<file path="src/hdl/sdsg_pkg.sv">
package sdsg_pkg;

  // Defaults for the top-level parameters
  localparam int SAMPLE_WIDTH_DEF = 16;
  localparam int HOLD_MS_DEF      = 250;
  localparam int CLICK_EVERY_DEF  = 4;

  // Fixed field widths
  localparam int STEP_W    = 16;
  localparam int COUNT_W   = 16;
  localparam int TIME_W    = 32;
  localparam int CFG_IDX_W = 2;
  localparam int CFG_DAT_W = 16;

  // Configuration register indexes
  localparam logic [CFG_IDX_W-1:0] CFG_MODE_ZOOM  = 2'd0;
  localparam logic [CFG_IDX_W-1:0] CFG_DEAD_BAND  = 2'd1;
  localparam logic [CFG_IDX_W-1:0] CFG_ZOOM_STEP  = 2'd2;
  localparam logic [CFG_IDX_W-1:0] CFG_WHEEL_STEP = 2'd3;

  // Configuration reset values
  localparam logic [CFG_DAT_W-1:0] DEAD_BAND_RST  = 16'd8;
  localparam logic [STEP_W-1:0]    ZOOM_STEP_RST  = 16'd64;
  localparam logic [STEP_W-1:0]    WHEEL_STEP_RST = 16'd32;

  // Divider status back to the sequencer
  typedef struct packed {
    logic busy;
    logic done;
  } div_stat_t;

endpackage

</file>
<file path="src/hdl/sdsg_div.sv">
// Restoring divider, one quotient bit per cycle.
module sdsg_div #(
  parameter int DVD_W = 17
) (
  input  logic                          clk,
  input  logic                          rst_n,
  input  logic                          start,
  input  logic [DVD_W-1:0]              dividend,
  input  logic [sdsg_pkg::STEP_W-1:0]   divisor,
  output logic [DVD_W-1:0]              quotient,
  output logic [sdsg_pkg::STEP_W-1:0]   remainder,
  output sdsg_pkg::div_stat_t           stat
);

  localparam int CNT_W = $clog2(DVD_W + 1);

  logic [DVD_W-1:0]              q_r;
  logic [sdsg_pkg::STEP_W-1:0]   rem_r;
  logic [sdsg_pkg::STEP_W-1:0]   d_r;
  logic [CNT_W-1:0]              cnt_r;
  logic                          done_r;

  logic [sdsg_pkg::STEP_W:0]     shifted;
  logic [sdsg_pkg::STEP_W:0]     diff;
  logic                          fits;

  assign shifted = {rem_r, q_r[DVD_W-1]};
  assign diff    = shifted - {1'b0, d_r};
  assign fits    = (shifted >= {1'b0, d_r});

  always_ff @(posedge clk) begin
    if (!rst_n) begin
      cnt_r  <= '0;
      done_r <= 1'b0;
    end else begin
      done_r <= 1'b0;
      if (start) begin
        q_r   <= dividend;
        rem_r <= '0;
        d_r   <= divisor;
        cnt_r <= CNT_W'(DVD_W);
      end else if (cnt_r != '0) begin
        rem_r <= fits ? diff[sdsg_pkg::STEP_W-1:0] : shifted[sdsg_pkg::STEP_W-1:0];
        q_r   <= {q_r[DVD_W-2:0], fits};
        cnt_r <= cnt_r - 1'b1;
        if (cnt_r == CNT_W'(1)) begin
          done_r <= 1'b1;
        end
      end
    end
  end

  assign quotient  = q_r;
  assign remainder = rem_r;
  assign stat.busy = (cnt_r != '0);
  assign stat.done = done_r;

endmodule

</file>
<file path="src/hdl/slider_delta_step_generator_core.sv">
// Channel  Dir  Ports              Contents
// in_      in   tvalid/tready      tdata: sample, time_ms; tuser: touch_held
// out_     out  tvalid/tready      tdata: step_count, haptic_click, leds; tuser: direction, kind
// cfg_     in   we/addr/wdata      write-only register port, no handshake
//
// A dividing item passes through the idle (accept), evaluate, divide and emit states;
// items that cause no division (touch held, first sample, inside dead band) go from
// evaluate straight to emit.
// in_tready is high only while the sequencer is idle; the output register lets the
// next item start while a result waits, and emit stalls until out_ is free.
// rst_n is synchronous; it clears control state and config registers to defaults.
module slider_delta_step_generator_core #(
  parameter int SAMPLE_WIDTH = sdsg_pkg::SAMPLE_WIDTH_DEF,
  parameter int HOLD_MS      = sdsg_pkg::HOLD_MS_DEF,
  parameter int CLICK_EVERY  = sdsg_pkg::CLICK_EVERY_DEF
) (
  input  logic                                        clk,
  input  logic                                        rst_n,
  input  logic                                        in_tvalid,
  output logic                                        in_tready,
  // [SAMPLE_WIDTH-1:0] sample, then time_ms (32), zero pad to bytes
  input  logic [((SAMPLE_WIDTH+sdsg_pkg::TIME_W+7)/8)*8-1:0] in_tdata,
  // [0] touch_held
  input  logic                                        in_tuser,
  output logic                                        out_tvalid,
  input  logic                                        out_tready,
  // [15:0] step_count, [16] haptic_click, [17] led_red_on, [18] led_green_on, pad
  output logic [23:0]                                 out_tdata,
  // [0] step_negative, [1] steps_are_zoom
  output logic [1:0]                                  out_tuser,
  input  logic                                        cfg_we,
  input  logic [sdsg_pkg::CFG_IDX_W-1:0]              cfg_addr,
  input  logic [sdsg_pkg::CFG_DAT_W-1:0]              cfg_wdata
);

  localparam int CMP_W  = (SAMPLE_WIDTH > sdsg_pkg::STEP_W) ? SAMPLE_WIDTH : sdsg_pkg::STEP_W;
  localparam int AMAG_W = CMP_W + 1;
  localparam int ACC_W  = AMAG_W + 1;
  localparam int CLK_W  = $clog2(CLICK_EVERY + 1);
  localparam int TW     = sdsg_pkg::TIME_W;

  typedef enum logic [1:0] {S_IDLE, S_EVAL, S_DIV, S_EMIT} state_t;

  state_t state_r;

  // config
  logic                          mode_zoom_r;
  logic [sdsg_pkg::CFG_DAT_W-1:0] dead_band_r;
  logic [sdsg_pkg::STEP_W-1:0]   zoom_step_r;
  logic [sdsg_pkg::STEP_W-1:0]   wheel_step_r;

  // persistent state
  logic                          have_prev_r;
  logic [SAMPLE_WIDTH-1:0]       prev_sample_r;
  logic signed [ACC_W-1:0]       acc_r;
  logic [CLK_W-1:0]              click_cnt_r;
  logic                          ind_red_r;
  logic [TW-1:0]                 deadline_r;
  logic                          red_r;
  logic                          green_r;

  // current item
  logic [SAMPLE_WIDTH-1:0]       smp_r;
  logic                          touch_r;
  logic [TW-1:0]                 now_r;
  logic                          moved_r;
  logic                          neg_r;
  logic                          zoom_r;

  // result register
  logic                          out_valid_r;
  logic [sdsg_pkg::COUNT_W-1:0]  out_count_r;
  logic                          out_neg_r;
  logic                          out_zoom_r;
  logic                          out_click_r;
  logic                          out_red_r;
  logic                          out_green_r;

  // evaluate-cycle datapath
  logic signed [SAMPLE_WIDTH:0]  change;
  logic [SAMPLE_WIDTH-1:0]       mag;
  logic                          past_band;
  logic signed [ACC_W-1:0]       sum;
  logic                          sum_neg;
  logic [AMAG_W-1:0]             amag;
  logic [sdsg_pkg::STEP_W-1:0]   step_sel;
  logic [sdsg_pkg::STEP_W-1:0]   step_div;
  logic                          div_start;

  // divider
  logic [AMAG_W-1:0]             div_q;
  logic [sdsg_pkg::STEP_W-1:0]   div_rem;
  sdsg_pkg::div_stat_t           div_stat;

  // emit-cycle datapath
  logic                          stepped;
  logic [sdsg_pkg::COUNT_W-1:0]  count_sat;
  logic signed [ACC_W-1:0]       rem_ext;
  logic [CLK_W-1:0]              click_inc;
  logic                          click_fire;
  logic [TW-1:0]                 hold_end;
  logic                          expire;
  logic                          emit_ok;

  assign change    = $signed({1'b0, smp_r}) - $signed({1'b0, prev_sample_r});
  assign mag       = change[SAMPLE_WIDTH] ? SAMPLE_WIDTH'(-change) : SAMPLE_WIDTH'(change);
  assign past_band = (CMP_W'(mag) > CMP_W'(dead_band_r));
  assign sum       = acc_r + ACC_W'(change);
  assign sum_neg   = sum[ACC_W-1];
  assign amag      = sum_neg ? AMAG_W'(-sum) : AMAG_W'(sum);
  assign step_sel  = mode_zoom_r ? zoom_step_r : wheel_step_r;
  // a step size of zero behaves as one
  assign step_div  = (step_sel == '0) ? sdsg_pkg::STEP_W'(1) : step_sel;
  assign expire    = (deadline_r != '0) && (now_r > deadline_r);
  assign div_start = (state_r == S_EVAL) && !touch_r && have_prev_r && past_band;

  sdsg_div #(
    .DVD_W(AMAG_W)
  ) u_div (
    .clk      (clk),
    .rst_n    (rst_n),
    .start    (div_start),
    .dividend (amag),
    .divisor  (step_div),
    .quotient (div_q),
    .remainder(div_rem),
    .stat     (div_stat)
  );

  assign stepped    = moved_r && (div_q != '0);
  assign count_sat  = (|div_q[AMAG_W-1:sdsg_pkg::COUNT_W]) ? '1 : div_q[sdsg_pkg::COUNT_W-1:0];
  assign rem_ext    = ACC_W'(div_rem);
  assign click_inc  = click_cnt_r + 1'b1;
  assign click_fire = (click_inc == CLK_W'(CLICK_EVERY));
  assign hold_end   = now_r + TW'(HOLD_MS);
  assign emit_ok    = !out_valid_r || out_tready;

  assign in_tready = (state_r == S_IDLE);

  always_ff @(posedge clk) begin
    if (!rst_n) begin
      state_r      <= S_IDLE;
      mode_zoom_r  <= 1'b0;
      dead_band_r  <= sdsg_pkg::DEAD_BAND_RST;
      zoom_step_r  <= sdsg_pkg::ZOOM_STEP_RST;
      wheel_step_r <= sdsg_pkg::WHEEL_STEP_RST;
      have_prev_r  <= 1'b0;
      prev_sample_r <= '0;
      acc_r        <= '0;
      click_cnt_r  <= '0;
      ind_red_r    <= 1'b0;
      deadline_r   <= '0;
      red_r        <= 1'b0;
      green_r      <= 1'b0;
      moved_r      <= 1'b0;
      out_valid_r  <= 1'b0;
    end else begin
      if (cfg_we) begin
        case (cfg_addr)
          sdsg_pkg::CFG_MODE_ZOOM:  mode_zoom_r  <= cfg_wdata[0];
          sdsg_pkg::CFG_DEAD_BAND:  dead_band_r  <= cfg_wdata;
          sdsg_pkg::CFG_ZOOM_STEP:  zoom_step_r  <= cfg_wdata;
          sdsg_pkg::CFG_WHEEL_STEP: wheel_step_r <= cfg_wdata;
          default: ;
        endcase
      end

      // the emit state sets the valid itself when the register frees up
      if (out_valid_r && out_tready && (state_r != S_EMIT)) begin
        out_valid_r <= 1'b0;
      end

      case (state_r)
        S_IDLE: begin
          if (in_tvalid) begin
            smp_r   <= in_tdata[SAMPLE_WIDTH-1:0];
            now_r   <= in_tdata[SAMPLE_WIDTH +: TW];
            touch_r <= in_tuser;
            state_r <= S_EVAL;
          end
        end
        S_EVAL: begin
          if (expire) begin
            deadline_r <= '0;
            red_r      <= 1'b0;
            green_r    <= 1'b0;
          end
          moved_r <= div_start;
          neg_r   <= sum_neg;
          zoom_r  <= mode_zoom_r;
          if (!touch_r && !have_prev_r) begin
            have_prev_r   <= 1'b1;
            prev_sample_r <= smp_r;
          end
          if (div_start) begin
            prev_sample_r <= smp_r;
            state_r       <= S_DIV;
          end else begin
            state_r <= S_EMIT;
          end
        end
        S_DIV: begin
          if (div_stat.done) begin
            state_r <= S_EMIT;
          end
        end
        S_EMIT: begin
          if (emit_ok) begin
            out_valid_r <= 1'b1;
            out_count_r <= stepped ? count_sat : '0;
            out_neg_r   <= stepped && neg_r;
            out_zoom_r  <= stepped && zoom_r;
            out_click_r <= stepped && click_fire;
            if (moved_r) begin
              acc_r <= neg_r ? -rem_ext : rem_ext;
            end
            if (stepped) begin
              click_cnt_r <= click_fire ? '0 : click_inc;
              ind_red_r   <= zoom_r;
              deadline_r  <= hold_end;
              red_r       <= zoom_r;
              green_r     <= !zoom_r;
              out_red_r   <= zoom_r;
              out_green_r <= !zoom_r;
            end else begin
              // a move with no whole step restarts the hold time when the last step used the same mode
              if (moved_r && (ind_red_r == zoom_r)) begin
                deadline_r <= hold_end;
              end
              out_red_r   <= red_r;
              out_green_r <= green_r;
            end
            state_r <= S_IDLE;
          end
        end
        default: state_r <= S_IDLE;
      endcase
    end
  end

  assign out_tvalid = out_valid_r;
  assign out_tdata  = {5'b0, out_green_r, out_red_r, out_click_r, out_count_r};
  assign out_tuser  = {out_zoom_r, out_neg_r};

`ifndef SYNTHESIS
  a_done_in_div: assert property (@(posedge clk) disable iff (!rst_n)
    div_stat.done |-> state_r == S_DIV)
    else $error("divider finished outside the divide state");

  a_div_running: assert property (@(posedge clk) disable iff (!rst_n)
    state_r == S_DIV |-> div_stat.busy || div_stat.done)
    else $error("waiting on an idle divider");

  a_eval_next: assert property (@(posedge clk) disable iff (!rst_n)
    state_r == S_EVAL |=> state_r == S_DIV || state_r == S_EMIT)
    else $error("evaluate went to an unexpected state");

  a_click_range: assert property (@(posedge clk) disable iff (!rst_n)
    click_cnt_r < CLK_W'(CLICK_EVERY))
    else $error("click counter out of range");

  a_lamps_excl: assert property (@(posedge clk) disable iff (!rst_n)
    !(red_r && green_r))
    else $error("both lamps lit");
`endif

endmodule

</file>
<file path="config.mk">
export PLATFORM = sky130hd
export DESIGN_NAME = slider_delta_step_generator_core
export DESIGN_NICKNAME = d
export VERILOG_FILES = /design/src/hdl/sdsg_pkg.sv /design/src/hdl/sdsg_div.sv /design/src/hdl/slider_delta_step_generator_core.sv
export SDC_FILE = /design/constraint.sdc
export NUM_CORES = 1
export LEC_CHECK = 0
export BUFFER_PORTS_ARGS = -buffer_cell sky130_fd_sc_hd__buf_4
export CORE_ASPECT_RATIO = 0.7
export CORE_MARGIN = 1.5
export CORE_UTILIZATION = 56
export CTS_CLUSTER_DIAMETER = 40
export DETAILED_ROUTE_END_ITERATION = 6
export GPL_TIMING_DRIVEN = 1
export PLACE_DENSITY = 0.76
export SYNTH_ARGS = -nofsm -noshare
export SYNTH_HDL_FRONTEND = slang
export SYNTH_SLANG_ARGS = --single-unit
</file>
<file path="constraint.sdc">
create_clock -name clk -period 5.65 [get_ports clk]
set_input_delay 0.2825 -clock clk [delete_from_list [all_inputs] [get_ports clk]]
set_output_delay 0.2825 -clock clk [all_outputs]
set_load 0.02 [all_outputs]
</file>
==> results of run 1 <==
-- kinds of logic (layout without fill, tap and decap cells) --
group	count (synthesis)	after routing	synth area share [%]
and+or+nand+nor	589	589	18.19
AOI/OAI and AO/OA	397	397	18.00
DFF	253	253	40.89
buffers and inverters	191	339	4.997
adders and majority gates	113	113	9.358
xor gates and xnor gates	83	83	4.834
muxes	55	55	3.717
other	1	5	0.02443
-- state kept, by name, summed over array words and instances, names as in the netlist, 3 cells and up --
register         flops
deadline_r          32
now_r               32
acc_r               18
u_div.quotient      17
dead_band_r         16
out_count_r         16
prev_sample_r       16
smp_r               16
u_div.d_r           16
u_div.remainder     16
wheel_step_r        16
zoom_step_r         16
u_div.cnt_r          5
click_cnt_r          3
-- repair_timing --
| action | in CTS | in global routing |
|---|---|---|
| endpoints found under the setup margin | 0 | 24 |
| hold buffers | 52 | 0 |
| gates resized for setup | 0 | 2 |
| setup buffers | 0 | 0 |
| endpoints found under the hold margin | 52 | 0 |
-- worst reg2reg max path, stage by stage (launching register included) --
cell and delay [ns]:
edfxtp_1 0.39, ha_1 0.34, a2111oi_0 0.66, a21oi_1 0.19, xnor2_1 0.32, nand4b_1 0.25
nor4_2 0.50, a21oi_1 0.14, xor2_1 0.18, ha_1 0.32, a211oi_1 0.24, nand2_1 0.10
o31ai_1 0.54, a31oi_4 0.24, buf_12 0.28, o2111a_1 0.18, a221o_1 0.25
-- power groups by stage --
stage | Clock [W] | Combinational, W | Sequential, W
global placement | 0 | 0.00277 | 0.00256
finish | 0.00223 | 0.00297 | 0.00254
CTS | 0.00226 | 0.00291 | 0.00253
global route | 0.00234 | 0.00330 | 0.00257
floorplan | 0 | 0.00219 | 0.00246
detailed placement | 0 | 0.00285 | 0.00257
-- stage by stage --
stage	instances	area (um^2)	util, %	setup slack, ns
floorplan	1686	15360	-	0.2662
global placement	2082	16350	60.91	0.5938
detailed placement	2082	16350	60.91	0.4143
CTS	2198	18060	67.31	0.3723
global route	2198	18070	67.35	0.005971
finish	2198	18070	67.35	0.2894
-- worst paths after layout --
check / from / endpoint / slack [ns] / depth (start not counted)
setup / recovery: smp_r[6] / u_div.quotient[15] / 0.29 / 16
hold / removal: cfg_wdata[10] / wheel_step_r[10] / 0.03 / 3
setup reg to reg: smp_r[6] / u_div.quotient[15] / 0.29 / 16
hold reg to reg: wheel_step_r[4] / wheel_step_r[4] / 0.46 / 2
-- cells in the final DEF, fill, tap and decap left out, drive strengths merged, types with 16 or more instances in the layout --
| cell | count |
|---|---|
| dlygate4sd3 | 52 |
| nor2 | 98 |
| ha | 110 |
| nand2 | 240 |
| dfxtp | 132 |
| nor3 | 30 |
| o211a | 18 |
| xnor2 | 45 |
| xor2 | 37 |
| edfxtp | 121 |
| a21boi | 72 |
| nor2b | 21 |
| a21oi | 65 |
| nand4 | 28 |
| buf | 106 |
| a31oi | 16 |
| inv | 122 |
| a21o | 24 |
| mux2 | 16 |
| mux2i | 39 |
| nor4 | 19 |
| or3 | 17 |
| o21ai | 80 |
| clkbuf | 45 |
| nand3 | 59 |
| o21a | 36 |
-- layout make-up --
cell class              instances  area [um^2]
flip-flops and latches        253         6276
fillers                      2080         8763
repair buffers                158         1341
inverters                     117        439.2
well taps                     364        455.4
clock inverters                19        231.5
clock buffers                  45        965.9
multi-input cells            1242         8366
-- layer usage --
metal	vias to the layer above	global-route usage (%)
met5	-	0
met4	0	6.846
met3	59	5.282
met2	467	38.48
met1	6104	40.39
li1	6281	-
==> results.md, run 1 <==
- Largest delay share family, worst path: compound AO/OA/AOI/OAI gates
- Clock skew: 0.02777 ns
- CTS sink count: 253
- Netlist area before placement: 15,350 um^2
- Hpwl dp: 27,150 um
- Flop pwr share: 32.8%
- Status: finished, final reports clean
- Measured slew at the worst slew-check pin: 1.241 ns
- Clock network power share: 28.8%
- Synth-to-Final Area Change: 17.75%
- Root Driver: clkbuf_16
- IO Count: 100
- Global-route wire length before repair: 61,420 um
- Max VDD drop: 0.3961 mV
- Total power: 0.007743 W
- Sequential element share of the synthesized area: 40.89%
- Setup Viol. Count Final: 0
- Slew Viols, Final: 0
- Average size of a mapped cell: 9.126 um^2
- Startpoint types: flip-flop
- Post-layout minimum cycle time: 5.361 ns
- Top-count cell post-synth: nand2_1
- Post-synth EDFFs: 121
- Critical path fanouts, max: 40
- Ys Warns: 0
- Met3 wire len: 2940 um
- Die Height: 141.5 um
- Antenna viol nets, final: 0
- Vias in the first global route: 11,930
- Antenna cells: 0
- Initial antenna violation count: 0
- Cell-internal power: 0.004859 W
- Net Switching: 0.002884 W
- Grt ovf: 0
- FF+latch count, synth: 253
- Routed len/inst: 17.39 um
- DRT Pass-1 Iters: 5
- Worst hold path type: in -> reg
- Number of core rows: 50
- Top cells by count, synth: nand2_1, dfxtp_1, edfxtp_1
- Layout cells sized above 1: 11.29%
- Core area: 26,840 um^2
- Final WL: 38,220 um
- Slew margin rel.: 17.27%
- Remaining DRCs: 0
- Final net count: 1,992
- Logic gate share of total power: 38.4%
- Final hold violations: 0
- Period utilization: 94.88%
- Met2 WL: 16,070 um
- Routed length on met1: 18,590 um
- Worst Path Required: 5.91 ns
- Worst path slowest cell: a2111oi_0
- Initial Util: 57.19%
- H-Tree Level Count: 2
- Async SR Flop Fraction: 0%
- PD cells: 428.4 nW/um^2
- CTS Buf Count: 35
- Die X: 200.9 um
- Setup TNS: 0 ns
- Cell taking the most area after synthesis: edfxtp_1
- Max_cap viols: 0
- Cells after synthesis: 1,682
- CTS tree: built
- Area share of the leading cell type in the synthesized netlist: 23.67%
- Via count: 12,910
- Max Fclk: 0.1865 GHz
- Initial DRC count: 1,054
- Vias per cell: 5.874
- IO Port Bufs: 94
- Largest net degree at the start of global routing: 75
- Final Wtd Congestion: 0.9075
- Leak: 7.272 nW
- Longest Clk Path Bufs: 3
- Synth unique cells: 77
- Fin Hold WS: 0.02855 ns
- Worst-Skew Late Latency: 0.54 ns
- Worst path arrival time: 5.62 ns
- CP Class: reg -> reg
- Worst path cell trace: ha_1, a2111oi_0, a21oi_1, xnor2_1, nand4b_1, nor4_2, a21oi_1, xor2_1, ha_1, a211oi_1, nand2_1, o31ai_1, a31oi_4, buf_12, o2111a_1, a221o_1
- Highest Signal Layer: met4
- Crit end category: flip-flop
- Sw frac: 37.25%
- Total Routing Usage GR: 26.62%
- Top FF cell, synth: dfxtp_1
- Die Area: 28,430 um^2
- CP bufs+invs: 1
- Max stage delay on crit path: 0.65 ns
- CTS clk-pin slew, worst paths: 0.06 ns
- Largest cells by area after synthesis: edfxtp_1, dfxtp_1, ha_1
- Unrepaired setup endpoints after global routing: false
Power figures use the tool's default switching activity.
==> inputs of run 2 (changes only) <==
--- a/config.mk
+++ b/config.mk
@@ -8,11 +8,12 @@
 export BUFFER_PORTS_ARGS = -buffer_cell sky130_fd_sc_hd__buf_4
 export CORE_ASPECT_RATIO = 0.7
 export CORE_MARGIN = 1.5
-export CORE_UTILIZATION = 56
+export CORE_UTILIZATION = 40
 export CTS_CLUSTER_DIAMETER = 40
 export DETAILED_ROUTE_END_ITERATION = 6
 export GPL_TIMING_DRIVEN = 1
-export PLACE_DENSITY = 0.76
+export PLACE_DENSITY = 0.58
+export SETUP_SLACK_MARGIN = 0.15
 export SYNTH_ARGS = -nofsm -noshare
 export SYNTH_HDL_FRONTEND = slang
 export SYNTH_SLANG_ARGS = --single-unit
==> results.md, run 2 (same netlist as run 1, synthesis figures left out) <==
- Commonest non-fill, non-tap cell in the layout: nand2_1
- Number of core rows: 59 (+18%)
- Die Height: 166.9 um (+18%)
- Vias in the first global route: 11,830 (-0.91%)
- Remaining DRCs: 0 (unchanged)
- Startpoint types: flip-flop
- Routed len/inst: 17.22 um (-0.94%)
- Post-layout minimum cycle time: 5.152 ns (-0.2083 ns)
- Die Area: 39,580 um^2 (+39%)
- Slew margin rel.: 17.24% (-0.029 points)
- DRT Pass-1 Iters: 5 (unchanged)
- Max VDD drop: 0.2378 mV (-40%)
- Worst path cell trace: inv_1, ha_1, fa_1, nor2b_2, o31a_2, o22a_2, o21ai_0, xnor2_1, ha_1, a21oi_1, nand2_1, o22ai_1, nor2_1, a21oi_1, xnor3_2, inv_2, o21ai_0, a221o_1
- Period utilization: 91.19% (-3.7 points)
- Largest delay share family, worst path: compound AO/OA/AOI/OAI gates
- Biggest regs: deadline_r x32, now_r x32, acc_r x18
- Global-route wire length before repair: 64,480 um (+5.0%)
- CTS clk-pin slew, worst paths: 0.06 ns (about the same)
- Via count: 12,630 (-2.2%)
- Worst Hold Launch: cfg_wdata[1]
- R2R Path Start: smp_r[0]
- Initial Util: 40.93% (-16 points)
- Antenna viol nets, final: 0 (unchanged)
- PD cells: 429.7 nW/um^2 (+0.31%)
- CP Class: reg -> reg
- Final net count: 1,993 (+0.050%)
- CTS Buf Count: 36 (+2.9%)
- Total Routing Usage GR: 20.20% (-6.4 points)
- Synth-to-Final Area Change: 18.96%
- IO Port Bufs: 94 (unchanged)
- Crit end category: flip-flop
- Final Wtd Congestion: 0.9146 (+0.78%)
- Max Fclk: 0.1941 GHz (+4.0%)
- Worst path slowest cell: xnor2_1
- CTS tree: built
- Status: finished, final reports clean
- Hpwl dp: 29,270 um (+7.8%)
- CTS sink count: 253 (unchanged)
- Max stage delay on crit path: 0.55 ns (-0.10 ns)
- Grt ovf: 0 (unchanged)
- Core area: 37,500 um^2 (+40%)
- Longest Clk Path Bufs: 3 (unchanged)
- Critical path fanouts, max: 18 (-55%)
- Layout cells sized above 1: 11.60% (+0.31 points)
- Final WL: 40,030 um (+4.7%)
- Max_cap viols: 0 (unchanged)
- Unrepaired setup endpoints after global routing: false
- Setup TNS: 0 ns (unchanged)
- Initial DRC count: 860 (-18%)
- Worst-Skew Late Latency: 0.53 ns (about the same)
- Largest net degree at the start of global routing: 95 (+27%)
- Slew Viols, Final: 0 (unchanged)
- IO Count: 100 (unchanged)
- Fin Hold WS: 0.03363 ns (+0.005085 ns)
- CP Launch Point: smp_r[0]
- CP bufs+invs: 2 (+1)
- Initial antenna violation count: 0 (unchanged)
- Worst Path Required: 5.91 ns (about the same)
- Most frequent cells in the layout: nand2_1, dfxtp_1, edfxtp_1
- Measured slew at the worst slew-check pin: 1.239 ns (-0.002116 ns)
- Worst path arrival time: 5.41 ns (-0.21 ns)
- H-Tree Level Count: 2 (unchanged)
- Setup Viol. Count Final: 0 (unchanged)
- Worst hold path type: in -> reg
- Antenna cells: 0 (unchanged)
- Clock skew: 0.01882 ns (-0.008946 ns)
- Final hold violations: 0 (unchanged)
- Die X: 237.1 um (+18%)
- Leak: 7.297 nW (+0.34%)
- Vias per cell: 5.432 (-7.5%)
- Root Driver: clkbuf_16
[run 2: stage by stage]
step           setup slack, ns  utilization [%]  std cells  instance area (um^2)  power [W]
5_1_grt                 0.1811            48.69       2324                 18260   0.008366
3_5_place_dp            0.5354            43.98       2205                 16490   0.005486
6_report                0.4977            48.69       2324                 18260   0.007847
3_3_place_gp            0.6790            43.98       2205                 16490   0.005448
2_1_floorplan           0.2662                -       1686                 15360   0.004657
4_1_cts                 0.4901            48.62       2323                 18230   0.007846
[run 2: what timing repair did]
action | CTS | global route
gates resized for setup | 0 | 4
hold endpoints to repair | 52 | 0
hold buffers | 52 | 0
endpoints found under the setup margin | 0 | 32
buffers inserted | 0 | 1
[run 2: final cells by class]
| cell class | count | area (um^2) |
|---|---|---|
| multi-input combinational | 1242 | 8388 |
| clock inverter | 23 | 249.0 |
| inverter | 117 | 439.2 |
| tap | 488 | 610.6 |
| sequential | 253 | 6276 |
| fill | 3524 | 19240 |
| clock buffer | 43 | 968.4 |
| timing repair buffer | 158 | 1329 |
[run 2: path summary, 6_finish.rpt]
path / end / slack (ns) / cells past startpoint
max: u_div.quotient[15] / 0.50 / 18
max reg2reg: u_div.quotient[15] / 0.50 / 18
min reg2reg: wheel_step_r[8] / 0.46 / 2
min: zoom_step_r[1] / 0.03 / 3
[run 2: tightest hold or removal path: cells and delay by family]
kind	cells	cell delay (ns)
buffers and inverters	1	0.12
AO/OA/AOI/OAI	1	0.06
AND/OR/NAND/NOR	1	0.05
[run 2: metal layers]
metal	up-vias	global-route usage [%]	part of all wire [%]
met1	5918	32.05	53
met5	-	0	0
met4	0	4.182	1.4
li1	6292	-	-
met2	369	27.40	38
met3	46	4.409	7.4
[run 2: power breakdown]
group          switching, W  total (W)  leakage (nW)  internal, W
Clock              0.000894    0.00229         0.598      0.00139
Sequential         0.000291    0.00256          2.20      0.00227
Combinational       0.00180    0.00300          4.50      0.00121
==> inputs of run 3 (changes only) <==
--- a/config.mk
+++ b/config.mk
@@ -8,11 +8,10 @@
 export BUFFER_PORTS_ARGS = -buffer_cell sky130_fd_sc_hd__buf_4
 export CORE_ASPECT_RATIO = 0.7
 export CORE_MARGIN = 1.5
-export CORE_UTILIZATION = 40
-export CTS_CLUSTER_DIAMETER = 40
+export CORE_UTILIZATION = 56
 export DETAILED_ROUTE_END_ITERATION = 6
 export GPL_TIMING_DRIVEN = 1
-export PLACE_DENSITY = 0.58
+export PLACE_DENSITY = 0.76
 export SETUP_SLACK_MARGIN = 0.15
 export SYNTH_ARGS = -nofsm -noshare
 export SYNTH_HDL_FRONTEND = slang
==> results.md, run 3 (same netlist as run 1, synthesis figures left out) <==
- Status: finished, final reports clean
- Setup ws final: 0.3907 ns (-0.1070 ns)
- Worst path cell trace: inv_1, ha_1, nor2b_1, o31ai_1, a211o_1, and2_1, xnor2_1, ha_1, a21oi_1, o21ai_0, or3_1, o211ai_1, a211oi_1, a2111oi_0, buf_4, or2_2, o211ai_1
- Worst path slowest cell: a2111oi_0
- Commonest non-fill, non-tap cell in the layout: nand2_1
- Antenna viol nets, final: 0 (unchanged)
- Measured slew at the worst slew-check pin: 1.214 ns (-0.02490 ns)
- Largest delay share family, worst path: compound AO/OA/AOI/OAI gates
- DRT Pass-1 Iters: 5 (unchanged)
- Fin Hold WS: 0.02305 ns (-0.01058 ns)
- Fill count: 2,122 (-40%)
- Grt ovf: 0 (unchanged)
- CP bufs+invs: 2 (unchanged)
- CTS Buf Count: 25 (-31%)
- Unrepaired setup endpoints after global routing: false
- Max Fclk: 0.1901 GHz (-2.0%)
- Initial Util: 57.19% (+16 points)
- CTS sink count: 253 (unchanged)
- Final hold violations: 0 (unchanged)
- Leak: 7.103 nW (-2.7%)
- Layout cells sized above 1: 10.41% (-1.2 points)
- Vias per cell: 5.826 (+7.2%)
- Placement Setup Slack: 0.4143 ns (-0.1211 ns)
- Max_cap viols: 0 (unchanged)
- Die Area: 28,430 um^2 (-28%)
- IO Count: 100 (unchanged)
- Crit end category: flip-flop
- Die Height: 141.5 um (-15%)
- Setup Viol. Count Final: 0 (unchanged)
- Worst path depth: 17 (-1)
- Global-route wire length before repair: 60,260 um (-6.5%)
- Hold path depth: 3 (unchanged)
- Period utilization: 93.09% (+1.9 points)
- Critical path fanouts, max: 6 (-12)
- Initial antenna violation count: 1 (+1)
- CP Launch Point: prev_sample_r[1]
- Max stage delay on crit path: 0.68 ns (+0.13 ns)
- Worst Hold Launch: cfg_wdata[10]
- Longest Clk Path Bufs: 3 (unchanged)
- Clock skew: 0.01335 ns (-0.005472 ns)
- Final Instance Area: 17,720 um^2 (-3.0%)
- Final WL: 37,370 um (-6.6%)
- Max VDD drop: 0.2646 mV (+11%)
- Routed len/inst: 17.13 um (-0.52%)
- Via count: 12,710 (+0.64%)
- Core area: 26,840 um^2 (-28%)
- Vias in the first global route: 11,710 (-0.97%)
- Worst hold path type: in -> reg
- Slew Viols, Final: 0 (unchanged)
- Worst-Skew Late Latency: 0.54 ns (about the same)
- Biggest regs: deadline_r x32, now_r x32, acc_r x18
- R2R Path Start: prev_sample_r[1]
- Dpl cell area: 16,350 um^2 (-0.89%)
- CTS clk-pin slew, worst paths: 0.06 ns (about the same)
- Total Routing Usage GR: 25.87% (+5.7 points)
- Final Wtd Congestion: 0.9075 (-0.78%)
- Hpwl dp: 27,150 um (-7.2%)
- CP Class: reg -> reg
- Initial DRC count: 937 (+9.0%)
- CTS tree: built
- Slew margin rel.: 19.07% (+1.8 points)
- Final net count: 1,982 (-0.55%)
- Worst Path Required: 5.92 ns (about the same)
- Root Driver: clkbuf_16
- PD cells: 407.1 nW/um^2 (-5.3%)
- Largest net degree at the start of global routing: 75 (-21%)
- H-Tree Level Count: 1 (-1)
- Post-layout minimum cycle time: 5.259 ns (+0.1070 ns)
- Total power: 0.007213 W (-8.1%)
- Setup TNS: 0 ns (unchanged)
- Most frequent cells in the layout: nand2_1, dfxtp_1, edfxtp_1
- Number of core rows: 50 (-15%)
- Remaining DRCs: 0 (unchanged)
- IO Port Bufs: 94 (unchanged)
- Die X: 200.9 um (-15%)
- Worst path arrival time: 5.53 ns (+0.12 ns)
- Startpoint types: flip-flop
- Synth-to-Final Area Change: 15.41%
- Reg2Reg Depth: 17 (-1)
-- run 3: cell types whose count changed in the layout (fill, tap and decap cells not counted), moves of 2 or more --
cell       delta
clkbuf_8      -2
inv_6         -6
clkinv_2      +2
inv_4         -2
clkbuf_16    -12
inv_8         -3
clkinv_1      +3
-- run 3: metal layers --
metal / GRT usage, % / vias up / share of wire, %
met5: 0 / - / 0
li1: - / 6246 / -
met3: 4.364 / 50 / 7.4
met4: 5.461 / 0 / 1.6
met1: 39.94 / 6004 / 49
met2: 37.66 / 406 / 41
-- run 3: layout make-up --
class                   count  area [um^2]  area share (%)
inverters                 117        439.2           2.479
repair buffers            158         1341           7.571
clock buffers              30        644.4           3.637
multi-input cells        1242         8372           47.26
flip-flops and latches    253         6276           35.43
clock inverters            16        185.2           1.045
diodes                      1        2.502         0.01413
well taps                 364        455.4           2.571
-- run 3: path summary, 6_finish.rpt --
kind                        endpoint  slack [ns]
hold / removal      wheel_step_r[10]        0.02
setup / recovery  u_div.quotient[16]        0.39
hold reg to reg      wheel_step_r[4]        0.46
setup reg to reg  u_div.quotient[16]        0.39
-- run 3: worst reg2reg max path: cells and delay by family (launching register included) --
| family | cells | cell delay, ns |
|---|---|---|
| buf+inv | 2 | 0.31 |
| fa+ha+maj | 2 | 0.71 |
| compound gates | 8 | 2.11 |
| simple gates | 4 | 0.87 |
| xor+xnor | 1 | 0.61 |
| flops | 1 | 0.39 |
-- run 3: metrics by stage --
step / instances / util, %
3_3_place_gp: 2082 / 60.91
3_5_place_dp: 2082 / 60.91
2_1_floorplan: 1686 / -
6_report: 2181 / 66.01
4_1_cts: 2180 / 65.94
5_1_grt: 2181 / 66.01
-- run 3: timing repair --
item                                    4_1_cts  5_1_grt
resized for setup                             0        4
setup buffers                                 0        0
endpoints found under the setup margin        0       44
endpoints found under the hold margin        52        0
hold buffers                                 52        0
-- run 3: power breakdown --
group	switching, W	internal [W]
Combinational	0.00174	0.00122
Clock	0.000718	0.000998
Sequential	0.000274	0.00226
